### config.mk
export PLATFORM = sky130hd
export DESIGN_NAME = fir_filter_46_tap
export DESIGN_NICKNAME = d
export VERILOG_FILES = /design/src/rtl/fir46_pkg.sv /design/src/rtl/fir_filter_46_tap.sv /design/src/rtl/fir46_dline.sv /design/src/rtl/fir46_mac.sv
export SDC_FILE = /design/constraint.sdc
export NUM_CORES = 1
export LEC_CHECK = 0
export BUFFER_PORTS_ARGS = -buffer_cell sky130_fd_sc_hd__buf_2
export CAP_MARGIN = 20
export CORE_MARGIN = 5
export CORE_UTILIZATION = 45
export CTS_BUF_LIST = sky130_fd_sc_hd__clkbuf_8 sky130_fd_sc_hd__clkbuf_16
export DETAILED_ROUTE_END_ITERATION = 10
export PLACE_DENSITY_LB_ADDON = 0.25
export SYNTH_ARGS = -nofsm -noshare
export SYNTH_HDL_FRONTEND = slang
export SYNTH_SLANG_ARGS = --single-unit
### constraint.sdc
create_clock -name i_clk -period 8.2 [get_ports i_clk]
set_clock_uncertainty 0.15 [all_clocks]
set_input_delay 1.64 -clock i_clk [delete_from_list [all_inputs] [get_ports i_clk]]
set_output_delay 1.64 -clock i_clk [all_outputs]
set_load 0.05 [all_outputs]
### src/rtl/fir46_pkg.sv
package fir46_pkg;

    localparam int TAPS        = 46;
    localparam int COEF_BITS   = 16;
    localparam int SAMPLE_BITS = 12;
    localparam int BASE_TAPS   = 46;

    localparam int TAP_IDX_BITS = $clog2(TAPS);
    localparam int FILL_BITS    = $clog2(TAPS + 1);
    localparam int PROD_BITS    = COEF_BITS + SAMPLE_BITS + 1;
    localparam int ACC_BITS     = PROD_BITS + $clog2(TAPS);
    localparam int SCALE_SHIFT  = COEF_BITS - 1;
    localparam int OUT_BITS     = 13;

    localparam logic signed [OUT_BITS-1:0] OUT_MAX = OUT_BITS'(4095);
    localparam logic signed [OUT_BITS-1:0] OUT_MIN = OUT_BITS'(-4096);

    // rescale of the Q1.15 taps to COEF_BITS-1 fraction bits
    localparam int COEF_UP = (COEF_BITS >= 16) ? COEF_BITS - 16 : 0;
    localparam int COEF_DN = (COEF_BITS < 16) ? 16 - COEF_BITS : 0;
    localparam int COEF_HALF = (COEF_DN > 0) ? (1 << COEF_DN) / 2 : 0;

    // symmetric taps in Q1.15
    localparam int Q15_TAPS [BASE_TAPS] = '{
        608, 793, 910, 941, 875, 714, 469, 161,
        -181, -521, -825, -1057, -1191, -1209, -1106, -888,
        -575, -198, 206, 595, 929, 1173, 1302,
        1302, 1173, 929, 595, 206, -198, -575,
        -888, -1106, -1209, -1191, -1057, -825, -521, -181,
        161, 469, 714, 875, 941, 910, 793, 608
    };

    typedef enum logic [1:0] {
        S_IDLE,
        S_RUN,
        S_DRAIN,
        S_DONE
    } t_state;

    // one delayed sample on its way to the multiplier
    typedef struct packed {
        logic                    valid;
        logic                    live;
        logic [TAP_IDX_BITS-1:0] idx;
        logic [SAMPLE_BITS-1:0]  data;
    } t_tap;

    function automatic logic signed [COEF_BITS-1:0] tap_coef(
        input logic [TAP_IDX_BITS-1:0] idx
    );
        int q;
        int r;
        q = 0;
        if (int'(idx) < BASE_TAPS) begin
            q = Q15_TAPS[int'(idx)];
        end
        if (COEF_BITS >= 16) begin
            r = q <<< COEF_UP;
        end else if (q >= 0) begin
            r = (q + COEF_HALF) >>> COEF_DN;
        end else begin
            r = -((-q + COEF_HALF) >>> COEF_DN);
        end
        return COEF_BITS'(r);
    endfunction

endpackage

### src/rtl/fir_filter_46_tap.sv
// Channel   Direction  Valid             Stall              Payload
// sample    in         i_sample_valid    o_sample_stall     i_sample (12 b unsigned)
// filtered  out        o_filtered_valid  i_filtered_stall   o_filtered (13 b signed),
//                                                           o_clipped
//
// One word runs from acceptance to a loaded result as follows: TAPS (46)
// tap reads into one shared multiply-accumulate, one tap read per cycle,
// then a drain of the read and multiply stages, then scale, saturate and load.
// The input stalls for the whole pass, so a word is taken only after the last is loaded.
// Reset zeroes the fill count; taps not yet written read as zero.
// A held result does not block the next sample; only the load waits on it.
module fir_filter_46_tap (
    input  logic                                   i_clk,
    input  logic                                   i_rst_n,
    input  logic                                   i_sample_valid,
    output logic                                   o_sample_stall,
    input  logic [fir46_pkg::SAMPLE_BITS-1:0]      i_sample,
    output logic                                   o_filtered_valid,
    input  logic                                   i_filtered_stall,
    output logic signed [fir46_pkg::OUT_BITS-1:0]  o_filtered,
    output logic                                   o_clipped
);
    import fir46_pkg::*;

    t_state                      r_state, n_state;
    logic                        push;
    logic                        rd_en;
    logic                        load;
    logic                        last;
    logic                        mac_busy;
    t_tap                        tap;
    logic signed [OUT_BITS-1:0]  mac_filtered;
    logic                        mac_clipped;
    logic                        r_out_valid;
    logic signed [OUT_BITS-1:0]  r_filtered;
    logic                        r_clipped;

    fir46_dline u_dline (
        .i_clk    (i_clk),
        .i_rst_n  (i_rst_n),
        .i_push   (push),
        .i_sample (i_sample),
        .i_rd_en  (rd_en),
        .o_last   (last),
        .o_tap    (tap)
    );

    fir46_mac u_mac (
        .i_clk      (i_clk),
        .i_rst_n    (i_rst_n),
        .i_clear    (push),
        .i_tap      (tap),
        .o_busy     (mac_busy),
        .o_filtered (mac_filtered),
        .o_clipped  (mac_clipped)
    );

    assign o_sample_stall   = (r_state != S_IDLE);
    assign o_filtered_valid = r_out_valid;
    assign o_filtered       = r_filtered;
    assign o_clipped        = r_clipped;

    always_ff @(posedge i_clk) begin
        if (!i_rst_n) begin
            r_state <= S_IDLE;
        end else begin
            r_state <= n_state;
        end
    end

    always_comb begin
        n_state = r_state;
        push    = 1'b0;
        rd_en   = 1'b0;
        load    = 1'b0;
        unique case (r_state)
            S_IDLE: begin
                // write the sample and clear the accumulator
                if (i_sample_valid) begin
                    push    = 1'b1;
                    n_state = S_RUN;
                end
            end
            S_RUN: begin
                // one tap per cycle, newest first
                rd_en = 1'b1;
                if (last) begin
                    n_state = S_DRAIN;
                end
            end
            S_DRAIN: begin
                // wait for the read and multiply stages to empty
                if (!tap.valid && !mac_busy) begin
                    n_state = S_DONE;
                end
            end
            S_DONE: begin
                // hold until the output register frees up
                if (!r_out_valid || !i_filtered_stall) begin
                    load    = 1'b1;
                    n_state = S_IDLE;
                end
            end
            default: n_state = S_IDLE;
        endcase
    end

    always_ff @(posedge i_clk) begin
        if (load) begin
            r_filtered <= mac_filtered;
            r_clipped  <= mac_clipped;
        end
    end

    always_ff @(posedge i_clk) begin
        if (!i_rst_n) begin
            r_out_valid <= 1'b0;
        end else if (load) begin
            r_out_valid <= 1'b1;
        end else if (!i_filtered_stall) begin
            // drop the word once taken
            r_out_valid <= 1'b0;
        end
    end

    a_accept_starts_run: assert property (@(posedge i_clk) disable iff (!i_rst_n)
        (i_sample_valid && !o_sample_stall) |=> (r_state == S_RUN))
        else $error("accepted word did not start the tap sweep");

    a_idle_pipe_empty: assert property (@(posedge i_clk) disable iff (!i_rst_n)
        (r_state == S_IDLE) |-> (!tap.valid && !mac_busy))
        else $error("multiply pipeline busy while idle");

    a_clip_at_limit: assert property (@(posedge i_clk) disable iff (!i_rst_n)
        (o_filtered_valid && o_clipped) |-> (o_filtered == OUT_MAX || o_filtered == OUT_MIN))
        else $error("clipped word not at a range limit");

    a_load_shows: assert property (@(posedge i_clk) disable iff (!i_rst_n)
        load |=> (o_filtered_valid && r_state == S_IDLE))
        else $error("loaded result not presented");

endmodule

### src/rtl/fir46_dline.sv
module fir46_dline (
    input  logic                               i_clk,
    input  logic                               i_rst_n,
    input  logic                               i_push,
    input  logic [fir46_pkg::SAMPLE_BITS-1:0]  i_sample,
    input  logic                               i_rd_en,
    output logic                               o_last,
    output fir46_pkg::t_tap                    o_tap
);
    import fir46_pkg::*;

    logic [SAMPLE_BITS-1:0]  mem [TAPS];
    logic [TAP_IDX_BITS-1:0] r_wp, n_wp;
    logic [TAP_IDX_BITS-1:0] r_rp;
    logic [TAP_IDX_BITS-1:0] r_k;
    logic [FILL_BITS-1:0]    r_fill;
    logic                    r_tap_valid;
    logic                    r_tap_live;
    logic [TAP_IDX_BITS-1:0] r_tap_idx;
    logic [SAMPLE_BITS-1:0]  r_tap_data;

    assign n_wp   = (r_wp == TAP_IDX_BITS'(TAPS - 1)) ? '0 : r_wp + 1'b1;
    assign o_last = i_rd_en && (r_k == TAP_IDX_BITS'(TAPS - 1));
    assign o_tap  = '{valid: r_tap_valid, live: r_tap_live, idx: r_tap_idx, data: r_tap_data};

    always_ff @(posedge i_clk) begin
        if (i_push) begin
            mem[n_wp] <= i_sample;
        end
        if (i_rd_en) begin
            r_tap_data <= mem[r_rp];
            r_tap_idx  <= r_k;
            // entries past the fill count are marked not live and multiply as zero
            r_tap_live <= (FILL_BITS'(r_k) < r_fill);
        end
    end

    always_ff @(posedge i_clk) begin
        if (!i_rst_n) begin
            r_wp        <= '0;
            r_rp        <= '0;
            r_k         <= '0;
            r_fill      <= '0;
            r_tap_valid <= 1'b0;
        end else begin
            r_tap_valid <= i_rd_en;
            if (i_push) begin
                r_wp <= n_wp;
                r_rp <= n_wp;
                r_k  <= '0;
                if (r_fill != FILL_BITS'(TAPS)) begin
                    r_fill <= r_fill + 1'b1;
                end
            end else if (i_rd_en) begin
                // walk from newest to oldest
                r_rp <= (r_rp == '0) ? TAP_IDX_BITS'(TAPS - 1) : r_rp - 1'b1;
                r_k  <= r_k + 1'b1;
            end
        end
    end

endmodule

### src/rtl/fir46_mac.sv
module fir46_mac (
    input  logic                                   i_clk,
    input  logic                                   i_rst_n,
    input  logic                                   i_clear,
    input  fir46_pkg::t_tap                        i_tap,
    output logic                                   o_busy,
    output logic signed [fir46_pkg::OUT_BITS-1:0]  o_filtered,
    output logic                                   o_clipped
);
    import fir46_pkg::*;

    localparam logic signed [ACC_BITS-1:0] BIAS = ACC_BITS'((1 << SCALE_SHIFT) - 1);
    localparam logic signed [ACC_BITS-1:0] ACC_MAX = ACC_BITS'(OUT_MAX);
    localparam logic signed [ACC_BITS-1:0] ACC_MIN = ACC_BITS'(OUT_MIN);

    logic                          r_prod_valid;
    logic signed [PROD_BITS-1:0]   r_prod, n_prod;
    logic signed [ACC_BITS-1:0]    r_acc;
    logic signed [COEF_BITS-1:0]   coef;
    logic signed [PROD_BITS-1:0]   sx;
    logic signed [ACC_BITS-1:0]    biased;
    logic signed [ACC_BITS-1:0]    scaled;

    assign coef   = tap_coef(i_tap.idx);
    assign sx     = i_tap.live ? signed'({{(PROD_BITS - SAMPLE_BITS){1'b0}}, i_tap.data})
                               : '0;
    assign n_prod = PROD_BITS'(coef) * sx;
    assign o_busy = r_prod_valid;

    always_ff @(posedge i_clk) begin
        if (i_tap.valid) begin
            r_prod <= n_prod;
        end
    end

    always_ff @(posedge i_clk) begin
        if (!i_rst_n) begin
            r_prod_valid <= 1'b0;
            r_acc        <= '0;
        end else begin
            r_prod_valid <= i_tap.valid;
            if (i_clear) begin
                r_acc <= '0;
            end else if (r_prod_valid) begin
                r_acc <= r_acc + ACC_BITS'(r_prod);
            end
        end
    end

    // truncate toward zero, then saturate
    always_comb begin
        biased = r_acc[ACC_BITS-1] ? r_acc + BIAS : r_acc;
        scaled = biased >>> SCALE_SHIFT;
        if (scaled > ACC_MAX) begin
            o_filtered = OUT_MAX;
            o_clipped  = 1'b1;
        end else if (scaled < ACC_MIN) begin
            o_filtered = OUT_MIN;
            o_clipped  = 1'b1;
        end else begin
            o_filtered = OUT_BITS'(scaled);
            o_clipped  = 1'b0;
        end
    end

endmodule
### Yosys cells after proc, flatten, opt, wreduce, memory -nomap -nowiden

Memories as Yosys holds them, arrays and structs flattened. A register that Yosys moved wholly into a read port is not among the register bits.
Cells that the tools add are included.

* register bits after elaboration: 114
* bits in latches: 0
* memory bits (writable): 552
* ROM bits: 2048
* output and inout port bits: 16
* word-level logic and storage cells: 80
* memories: 2

* add/sub/neg operators: 6
* multipliers: 1
* div/mod/pow operators: 0
* $lt $le $gt $ge: 5
* eq/ne operators: 11
* shift-type cells: 0
* mux-type cells: 25
* bitwise logic cells: 2
* reduce and logical (&&, ||, !) cells: 14

Memory list
* (name not given): depth 64, width 32, rd ports 1, clocked after memory_dff 0, wr ports 0, RTL line fir46_pkg.sv:55 `q = Q15_TAPS[int'(idx)];`
* u_dline.mem: depth 46, width 12, rd ports 1, clocked after memory_dff 1, wr ports 1, RTL line fir46_dline.sv:12 `logic [SAMPLE_BITS-1:0] mem [TAPS];`

Operators by type and width (count)
* 16-bit 2-to-1 mux: 3
* 35-bit by 16-bit adder with 35-bit output, second input constant: 1
* 35-bit by 29-bit adder with 35-bit output: 1
* 35-bit 2-to-1 mux: 1
* 32-bit by 7-bit >= comparator with 1-bit output, second input constant: 1
* 6-bit inverter with 32-bit output: 1
* 16-bit by 13-bit multiplier with 29-bit output: 1
* 6-bit 2-to-1 mux: 4
* 20-bit by 13-bit > comparator with 1-bit output, second input constant: 1
* 20-bit by 13-bit less-than comparator with 1-bit output, second input constant: 1
* 6-bit by 1-bit adder with 6-bit output, second input constant: 3
* 13-bit 2-to-1 mux: 1
* 6-bit == test, second input constant: 2
* 12-bit 2-to-1 mux: 1
* 1-bit 2-to-1 mux: 10
* 2-bit 2-to-1 mux: 4
* 2-bit inequality test, second input constant: 4
* 2-bit case mux with 4 select lines: 1
* 6-bit logical NOT: 1
* 6-bit less-than comparator: 1
* 6-bit less-than comparator, second input constant: 1
* 6-bit inequality test, second input constant: 1
* 6-bit by 1-bit subtractor with 6-bit output, second input constant: 1
* 2-bit == test, second input constant: 2
* 11 further kinds: 16

### Logic depth before layout (Yosys ltp)

Gate-level depths: netlist of run 1.

* word-level depth: 6
* mapped depth: 31
* gate-level depth less buffers: 29

### Modules after synthesis

A second synthesis of run 1 with hierarchy kept.

* cell total of the unflattened synthesis: 2564
* area total of the unflattened synthesis: 35399.0 um^2

Modules (own cells, without submodules)
* fir46_dline: times used 1, cells each 1160, area an instance 23462.5 um^2
* fir46_mac: times used 1, cells each 1363, area an instance 11273.3 um^2
* fir_filter_46_tap: times used 1, cells each 41, area an instance 663.1 um^2

### Worst setup path after synthesis of run 1

Ideal clock, no wire load.

* path type: flip-flop to flip-flop
* start point: reg u_dline.r_tap_idx[0]
* end point: reg u_mac.r_prod[27] (data pin)
* library setup time: 0.258 ns
* arrival time: 6.454 ns
* required time: 7.792 ns
* setup slack: 1.338 ns
* cell stages (with the launch flop): 26
* path buffers: 1
* clock period less this slack: 6.862 ns
* cell sequence: edfxtp_1 clkbuf_1 inv_1 ha_1 nor2b_1 or3_1 nand2_1 a21oi_1 o21ai_0 nand2_1 fa_1 inv_1 fa_1 fa_1 fa_1 fa_1 ha_1 a21o_1 a21o_1 a211o_1 a22o_1 a31oi_1 nand3_1 a31o_2 a21oi_1 xnor2_1

* word-level cells in the longest chain between the ends: 6

Ends and longest elaborated chain
* start: declaration: RTL line fir46_dline.sv:19 `logic [TAP_IDX_BITS-1:0] r_tap_idx;`
* start signal: assignment: RTL line fir46_dline.sv:32 `r_tap_idx <= r_k;`
* 6-bit inverter with 32-bit output (implied by the code): RTL line fir46_pkg.sv:55
* memory 64 x 32 bit
* 16-bit 2-to-1 mux (implied by the code) (2 in a row): RTL line fir46_pkg.sv:55
* 16-bit 2-to-1 mux *: RTL line fir46_pkg.sv:54 `if (int'(idx) < BASE_TAPS) begin`
* 16-bit by 13-bit multiplier with 29-bit output *: RTL line fir46_mac.sv:27 `assign n_prod = PROD_BITS'(coef) * sx;`
* net u_mac.n_prod[27]: RTL line fir46_mac.sv:17 `logic signed [PROD_BITS-1:0] r_prod, n_prod;`
* end signal: assignment: RTL line fir46_mac.sv:32 `r_prod <= n_prod;`
* end: declaration: RTL line fir46_mac.sv:17

Mark *: on every way through the listed nets, which the timed path passes. The rest lies on a longest branch. The select of a mux whose other input is x is not followed.
A chain may end at the register's enable or synchronous reset.

### Worst setup path after layout of run 1

Ends and elaborated chain as after synthesis.

==> results.py, run 1 <==
metrics = {
    "status": {
        "status": "finished, final reports clean",
    },
    "detailed_routing": {
        "num_vias": 20180,
        "drt-total-wl_um": 77580,
        "first_iter_violations": 1407,
        "post_drt_wl_per_cell_um": 21.27,
        "viasPerCell": 5.531,
        "ant_nets": 0,
        "drc_errors": 0,
        "drt_first_pass_iters": 5,
    },
    "critical_path": {
        "crit_slowest_cell": "o21ai_0",
        "cp_slowest_stage_delay_ps": 620,
        "required_ps": 8400,
        "cp-end-kind": "flip-flop",
        "worst-path-max-fanout": 13,
        "crit_arrival_ps": 7750,
        "path_class": "flip-flop to flip-flop",
        "crit_path_start_kind": "flip-flop",
        "cp_common_cell": "fa_1",
    },
    "logic_synthesis": {
        "synth_top_family_by_area": "adder cells",
        "yosysTopAreaCellShare_pct": 52.43,
        "synth_warnings": 0,
        "ys_ff_latch": 678,
        "yosysMostFrequentCell": "edfxtp_1",
        "syn_inst": 2485,
        "yosysTopAreaCell": "edfxtp_1",
        "synthFlopType": "edfxtp_1",
        "synth_compound_area_share_pct": 6.123,
        "syn_area_um2": 35160,
        "ys_types": 78,
        "synthMuxAreaShare_pct": 12.25,
        "synth-xor-area-share_pct": 1.719,
        "synth-edff-count": 614,
        "synthSimpleGateAreaFrac_pct": 7.383,
        "synthAdderAreaFrac_pct": 12.63,
        "synth_fp_nets": 2769,
        "synth_common_cells": "edfxtp_1 (614), inv_1 (232), nor2_1 (221), mux4_2 (167), nand2_1 (153)",
        "syn_avg_cell_area_um2": 14.15,
        "ys_async_sr_fraction_pct": 0,
        "synth.area.top_cells": "edfxtp_1 (52%), mux4_2 (11%), fa_1 (8.3%), ha_1 (4.4%), dfxtp_1 (3.6%)",
        "synth-seq-area-share_pct": 56.08,
    },
    "timing": {
        "slew_violations": 0,
        "final.period_utilization_pct": 92.11,
        "rsz0062_at_grt": "false",
        "timing.final.hold_violations": 0,
        "slew_headroom_pct": 31.11,
        "fmax_ghz": 0.1324,
        "setup_viol": 0,
        "min_period_ps": 7553,
        "worst_slew_pin_slew_ps": 1026,
        "tns_ps": 0,
    },
    "placed_design": {
        "place_congestion": 0.8805,
        "hpwlAfterDp_um": 53280,
        "dp_cells": 3507,
        "portBuffers": 31,
    },
    "global_routing": {
        "grt_pass1_wl_um": 120500,
        "grt_pass1_vias": 20870,
        "grt_max_degree": 53,
        "grt_use_total_pct": 18.65,
        "grt_overflow": 0,
        "antenna_found_initial": 0,
    },
    "clocking": {
        "cts_setup_buffers": 0,
        "tritoncts": "built",
        "cts_hold_buf": 0,
        "ctsResizeCount": 0,
        "clk_latency_ps": 640,
        "clock_tree.root_cell": "clkbuf_16",
        "clk_pin_slew_worst_paths_ps": 60,
        "numCtsBuffers": 75,
        "cts.sink_count": 678,
        "h-tree-depth": 3,
        "clockBufferDepth": 3,
    },
    "layout": {
        "area_delta_synth_final_pct": 11.82,
        "fin_nets": 2832,
        "final_layout_size_suffix_gt1_share_pct": 16.53,
        "fillers": 6475,
        "diodes": 0,
        "finalNonFillerCells": 3648,
    },
    "floorplan": {
        "initial_utilization_pct": 45.39,
        "die_y_um": 289.5,
        "die_x_um": 289.5,
        "die-area_um2": 83840,
        "io_pins": 32,
        "core_region_area_um2": 77470,
        "rows": 102,
    },
    "job": {
        "maxCapViolations": 0,
    },
    "min_path": {
        "hp-class": "flip-flop to flip-flop",
    },
}
-- worst max-delay path, delay by kind of cell (launching register included) --
family | cells | cell delay, ps
adders and majority gates | 7 | 3090
AOI/OAI and AO/OA | 9 | 2220
and+or+nand+nor | 5 | 850
buffers and inverters | 5 | 540
DFF | 1 | 330
xor gates and xnor gates | 1 | 90
-- registers in the layout (all words and copies together) (netlist names) --
register	cells
u_dline.mem	552
u_mac.r_acc	35
u_mac.r_prod	29
o_filtered	13
u_dline.r_tap_data	12
u_dline.r_fill	6
u_dline.r_k	6
u_dline.r_rp	6
u_dline.r_tap_idx	6
u_dline.r_wp	6
r_state	2
o_clipped	1
o_filtered_valid	1
u_dline.r_tap_live	1
u_dline.r_tap_valid	1
u_mac.o_busy	1
-- area by class of cell --
type                    count  area [um^2]  share of cell area [%]
clock buffers              77         1916                   4.872
flip-flops and latches    678        19730                   50.18
clock inverters            60        661.9                   1.683
multi-input cells        1459        14110                   35.88
well taps                1040         1301                   3.309
repair buffers            101        726.9                   1.849
inverters                 233        874.6                   2.224
-- cell usage in the layout, fill, tap and decap left out, types with 22 or more instances in the layout --
| cell type | count |
|---|---|
| buf_2 | 32 |
| nor2_1 | 221 |
| edfxtp_1 | 614 |
| ha_1 | 123 |
| dfxtp_1 | 59 |
| a21o_1 | 22 |
| mux4_2 | 167 |
| buf_4 | 56 |
| xnor2_1 | 48 |
| nand3_1 | 33 |
| inv_1 | 246 |
| fa_1 | 145 |
| clkbuf_16 | 76 |
| nor2b_1 | 29 |
| o21ai_0 | 82 |
| a21oi_1 | 94 |
| mux2i_1 | 41 |
| nand2_1 | 153 |
-- through the flow --
step	cell area, um^2	hold WS [ps]	setup WS, ps	util, %
2_1_floorplan	35170	314.8	1338	-
3_3_place_gp	36460	343.5	876.8	47.07
3_5_place_dp	36720	357.2	752.7	47.39
4_1_cts	39290	365.2	711.6	50.72
5_1_grt	39320	383.0	289.5	50.76
6_report	39320	366.0	647.0	50.76
-- final timing paths --
check,end,depth (start not counted),startpoint,slack [ps]
max,u_mac.r_prod[27],27,u_dline.r_tap_idx[0],650
min,u_mac.r_acc[11],2,u_mac.r_acc[11],370
max reg2reg,u_mac.r_prod[27],27,u_dline.r_tap_idx[0],650
min reg2reg,u_mac.r_acc[11],2,u_mac.r_acc[11],370
-- metal layers --
metal | global-route usage (%) | wire (um) | vias up
met1 | 24.83 | 33150 | 10390
met4 | 5.960 | 2341 | 0
li1 | - | - | 9242
met5 | 0 | 0 | -
met2 | 31.31 | 38480 | 432
met3 | 3.545 | 3612 | 116
-- cells by family after synthesis --
family                     count (synthesis)
AOI/OAI and AO/OA                        333
xor gates and xnor gates                  69
adders and majority gates                268
buffers and inverters                    348
DFF                                      678
muxes                                    220
and+or+nand+nor                          569
Power of run 1 is left out: the tool's default activity adds up to more than one toggle a clock period on the data nets, which glitch-free logic cannot reach.
==> run 2: changes to the inputs <==
- CELL_PAD_IN_SITES_DETAIL_PLACEMENT: default -> 1
- CELL_PAD_IN_SITES_GLOBAL_PLACEMENT: default -> 2
==> results.py, run 2 (same netlist as run 1, synthesis figures left out) <==
metrics = {
    "layout": {
        "final_common_cell": "edfxtp_1",
        "final_layout_size_suffix_gt1_share_pct": 16.19,
        "fin_area_um2": 39170,
        "largest-register": "u_dline.mem",
        "fin_nets": 2832,
        "fillers": 7665,
        "reg_top3": "u_dline.mem x552, u_mac.r_acc x35, u_mac.r_prod x29",
        "final_cell_mix": "edfxtp_1 (614), inv_1 (252), nor2_1 (217)",
        "largest_reg_flops": 552,
        "area_delta_synth_final_pct": 11.40,
        "finalNonFillerCells": 3648,
    },
    "detailed_routing": {
        "post_drt_wl_per_cell_um": 24.08,
        "first_iter_violations": 1398,
        "drt_first_pass_iters": 6,
        "num_vias": 20540,
        "drt-total-wl_um": 87840,
        "drc_errors": 0,
        "ant_nets": 0,
        "viasPerCell": 5.631,
    },
    "clocking": {
        "tritoncts": "built",
        "clock_tree.root_cell": "clkbuf_16",
        "cts_setup_buffers": 0,
        "h-tree-depth": 3,
        "ctsResizeCount": 0,
        "cts.sink_count": 678,
        "cts_hold_buf": 0,
        "clockBufferDepth": 3,
        "clk_pin_slew_worst_paths_ps": 60,
        "clk_latency_ps": 650,
        "numCtsBuffers": 74,
    },
    "timing": {
        "rsz0062_at_grt": "false",
        "worst_slew_pin_slew_ps": 1160,
        "setup_viol": 0,
        "fmax_ghz": 0.1308,
        "tns_ps": 0,
        "timing.final.hold_violations": 0,
        "slew_headroom_pct": 22.55,
        "slew_violations": 0,
        "hold_ws_ps": 373.8,
        "final.period_utilization_pct": 93.27,
        "min_period_ps": 7648,
    },
    "critical_path": {
        "path_buf_inv": 3,
        "cp-end-kind": "flip-flop",
        "crit_arrival_ps": 7860,
        "cp_common_cell": "fa_1",
        "cp_slowest_stage_delay_ps": 960,
        "required_ps": 8410,
        "path_class": "flip-flop to flip-flop",
        "crit_path_cell_trace": "nand2_1, o22a_1, o21ai_1, nand3_1, fa_1, fa_1, inv_1, fa_1, fa_1, inv_1, fa_1, inv_1, ha_1, nand3_1, a21boi_0, a211o_1, a22o_1, a31oi_1, nand3_1, a31o_2, a21oi_1, xnor2_1",
        "crit_slowest_cell": "edfxtp_1",
        "cp_top_family": "adder cells",
        "worst-path-max-fanout": 28,
        "crit_path_start_kind": "flip-flop",
        "r2r_slack_ps": 550,
    },
    "floorplan": {
        "rows": 102,
        "die_x_um": 289.5,
        "initial_utilization_pct": 45.39,
        "die-area_um2": 83840,
        "die_y_um": 289.5,
        "io_pins": 32,
        "core_region_area_um2": 77470,
    },
    "status": {
        "status": "finished, final reports clean",
    },
    "job": {
        "maxCapViolations": 0,
    },
    "placed_design": {
        "dp_cells": 3510,
        "place_congestion": 0.8497,
        "portBuffers": 31,
        "dpl_cell_area_um2": 36710,
        "hpwlAfterDp_um": 60660,
    },
    "min_path": {
        "hp-class": "flip-flop to flip-flop",
    },
    "global_routing": {
        "grt_pass1_vias": 22040,
        "grt_use_total_pct": 21.11,
        "antenna_found_initial": 0,
        "grt_max_degree": 55,
        "grt_overflow": 0,
        "grt_pass1_wl_um": 134700,
    },
}
==> run 2: cell types whose count changed in the layout (fill, tap and decap cells not counted), sizes merged <==
cell      before  now
diode          0    1
bufinv         9    6
clkinvlp       6    1
clkinv        26   33
==> run 2: path summary, 6_finish.rpt <==
path | start | end | cells after the start
max reg2reg | u_dline.r_tap_idx[5] | u_mac.r_prod[27] | 22
min reg2reg | u_mac.r_acc[11] | u_mac.r_acc[11] | 2
min | u_mac.r_acc[11] | u_mac.r_acc[11] | 2
max | u_dline.r_tap_idx[5] | u_mac.r_prod[27] | 22
==> run 2: cell type report <==
type	instances	area, um^2	share of cell area [%]
Antenna cell	1	2.502	0.006388
Clock buffer	76	1879	4.797
Clock inverter	59	566.8	1.447
Inverter	233	874.6	2.233
Multi-Input combinational cell	1459	14120	36.04
Sequential cell	678	19730	50.37
Tap cell	1040	1301	3.322
Timing Repair Buffer	102	699.4	1.785
==> run 2: worst register-to-register path, cell delays in order, from the launching register on <==
cell	delay, ps
edfxtp_1	960
nand2_1	160
o22a_1	260
o21ai_1	480
nand3_1	250
fa_1	580
fa_1	770
inv_1	160
fa_1	490
fa_1	550
inv_1	50
fa_1	470
inv_1	40
ha_1	350
nand3_1	120
a21boi_0	160
a211o_1	330
a22o_1	210
a31oi_1	230
nand3_1	140
a31o_2	250
a21oi_1	160
xnor2_1	90
==> run 2: metrics by stage <==
step	worst slack, ps	utilization [%]
after detailed placement	592.3	47.39
after global routing	81.27	50.57
after CTS	553.5	50.55
final	552.0	50.57
after global placement	874.5	47.34
after floorplan	1338	-
==> run 2: routing by layer <==
layer / vias to the layer above / wire (um) / share of wire (%) / GRT usage (%)
li1: 9226 / - / - / -
met1: 10790 / 36980 / 42 / 28.04
met2: 404 / 45780 / 52 / 37.61
met3: 117 / 3326 / 3.8 / 2.714
met4: 0 / 1747 / 2.0 / 4.467
met5: - / 0 / 0 / 0
Power of run 2 is left out for the same reason.
==> run 3: changes to the inputs <==
- CORE_MARGIN: 5 -> default
- SKIP_CTS_REPAIR_TIMING: default -> 1
==> results.py, run 3 (same netlist as run 1, synthesis figures left out) <==
metrics = {
    "global_routing": {
        "grt_pass1_vias": 22360,
        "grtUsageMet1_pct": 28.89,
        "grt_use_total_pct": 22.70,
        "gr-max-usage-layer": "met2",
        "grt_pass1_wl_um": 134500,
        "antenna_found_initial": 3,
        "grt_overflow": 0,
        "grt_max_degree": 52,
        "grt_use_met2_pct": 39.92,
        "grt_use_met3_pct": 3.248,
    },
    "detailed_routing": {
        "ant_nets": 0,
        "drt-total-wl_um": 87820,
        "drc_errors": 0,
        "drt_first_pass_iters": 5,
        "first_iter_violations": 1468,
        "num_vias": 20630,
        "viasPerCell": 5.659,
        "post_drt_wl_per_cell_um": 24.09,
    },
    "layout": {
        "reg_top3": "u_dline.mem x552, u_mac.r_acc x35, u_mac.r_prod x29",
        "finish.utilization_pct": 50.52,
        "fin_nets": 2831,
        "largest-register": "u_dline.mem",
        "area_delta_synth_final_pct": 11.12,
        "final_common_cell": "edfxtp_1",
        "final_layout_size_suffix_gt1_share_pct": 16.32,
        "largest_reg_flops": 552,
        "final_cell_mix": "edfxtp_1 (614), inv_1 (244), nor2_1 (217)",
        "fillers": 7580,
    },
    "clocking": {
        "numCtsBuffers": 73,
        "clk_latency_ps": 640,
        "h-tree-depth": 3,
        "clock_tree.root_cell": "clkbuf_16",
        "tritoncts": "built",
        "clockBufferDepth": 3,
        "cts.sink_count": 678,
        "clk_pin_slew_worst_paths_ps": 60,
    },
    "min_path": {
        "hp-class": "flip-flop to flip-flop",
        "min_path_cells": 2,
        "hold_start": "u_mac.r_acc[13]",
        "min_to": "u_mac.r_acc[13]",
    },
    "timing": {
        "final.period_utilization_pct": 92.64,
        "setup_viol": 0,
        "worst_slew_pin_slew_ps": 1018,
        "fmax_ghz": 0.1316,
        "slew_headroom_pct": 32.04,
        "min_period_ps": 7597,
        "tns_ps": 0,
        "slew_violations": 0,
        "rsz0062_at_grt": "false",
        "timing.final.hold_violations": 0,
    },
    "critical_path": {
        "cp_common_cell": "fa_1",
        "worst-path-max-fanout": 28,
        "r2r-end": "u_mac.r_prod[27]",
        "worst_r2r_path_depth": 25,
        "required_ps": 8420,
        "r2r_slack_ps": 600,
        "reg2reg_from": "u_dline.r_tap_idx[3]",
        "crit_arrival_ps": 7810,
        "crit_slowest_cell": "edfxtp_1",
        "path_class": "flip-flop to flip-flop",
        "crit_path_start_kind": "flip-flop",
        "cp_slowest_stage_delay_ps": 740,
        "cp-end-kind": "flip-flop",
    },
    "floorplan": {
        "initial_utilization_pct": 45.47,
        "io_pins": 32,
        "die-area_um2": 79270,
        "die_x_um": 281.5,
        "die_y_um": 281.5,
        "core_region_area_um2": 77340,
        "rows": 102,
    },
    "status": {
        "status": "finished, final reports clean",
    },
    "job": {
        "maxCapViolations": 0,
    },
    "placed_design": {
        "place_congestion": 0.8435,
        "portBuffers": 31,
        "hpwlAfterDp_um": 60450,
    },
}
==> run 3: changes by cell type in the layout (fill, tap and decap cells not counted) <==
| cell | change |
|---|---|
| clkinv_16 | -1 |
| clkinvlp_4 | +4 |
| bufinv_16 | -2 |
| clkbuf_16 | -1 |
| clkinv_4 | +2 |
| inv_6 | +1 |
| inv_1 | -8 |
| clkinv_1 | +2 |
| clkinv_2 | +1 |
| clkbuf_4 | -1 |
| buf_6 | -3 |
| clkbuf_8 | -1 |
| buf_4 | +4 |
| diode_2 | +1 |
==> run 3: routing by layer <==
metal / vias to the layer above / wire length, um
met5: - / 0
met4: 0 / 2466
met3: 131 / 3359
met2: 415 / 45380
met1: 10870 / 36620
li1: 9216 / -
==> run 3: how the worst max path moves through the flow <==
stage | end | start | cells after the start | slack (ps)
after global placement | u_mac.r_prod[27] | u_dline.r_tap_idx[3] | 25 | 770
final | u_mac.r_prod[27] | u_dline.r_tap_idx[3] | 25 | 600
after floorplan | u_mac.r_prod[27] | u_dline.r_tap_idx[0] | 25 | 1340
after detailed placement | u_mac.r_prod[27] | u_dline.r_tap_idx[3] | 25 | 590
after CTS | u_mac.r_prod[27] | u_dline.r_tap_idx[3] | 25 | 610
after global routing | u_mac.r_prod[27] | u_dline.r_tap_idx[3] | 26 | 90
==> run 3: final cells by class <==
class / count / area [um^2] / share of cell area, %
multi-input combinational: 1459 / 14120 / 36.14
clock buffer: 74 / 1841 / 4.710
clock inverter: 58 / 515.5 / 1.319
inverter: 233 / 874.6 / 2.238
antenna: 2 / 5.005 / 0.01281
tap: 1040 / 1301 / 3.330
timing repair buffer: 102 / 688.2 / 1.761
sequential: 678 / 19730 / 50.49
==> run 3: critical path: cells and delay by family, from the launching register on <==
kind | cells | cell delay, ps
buffers and inverters | 4 | 530
flip-flops | 1 | 740
AO/OA/AOI/OAI | 9 | 2250
adder cells (fa/ha/maj) | 6 | 2680
AND/OR/NAND/NOR | 5 | 930
XOR/XNOR | 1 | 80
==> run 3: metrics by stage <==
stage	setup WS (ps)	hold slack, ps	area (um^2)	cells
2_1_floorplan	1338	314.8	35170	2485
4_1_cts	608.1	371.1	39060	3643
6_report	603.4	365.3	39080	3646
5_1_grt	91.79	401.9	39070	3645
3_5_place_dp	585.2	362.1	36710	3511
3_3_place_gp	770.2	347.5	36650	3504
Power of run 3 is left out for the same reason.
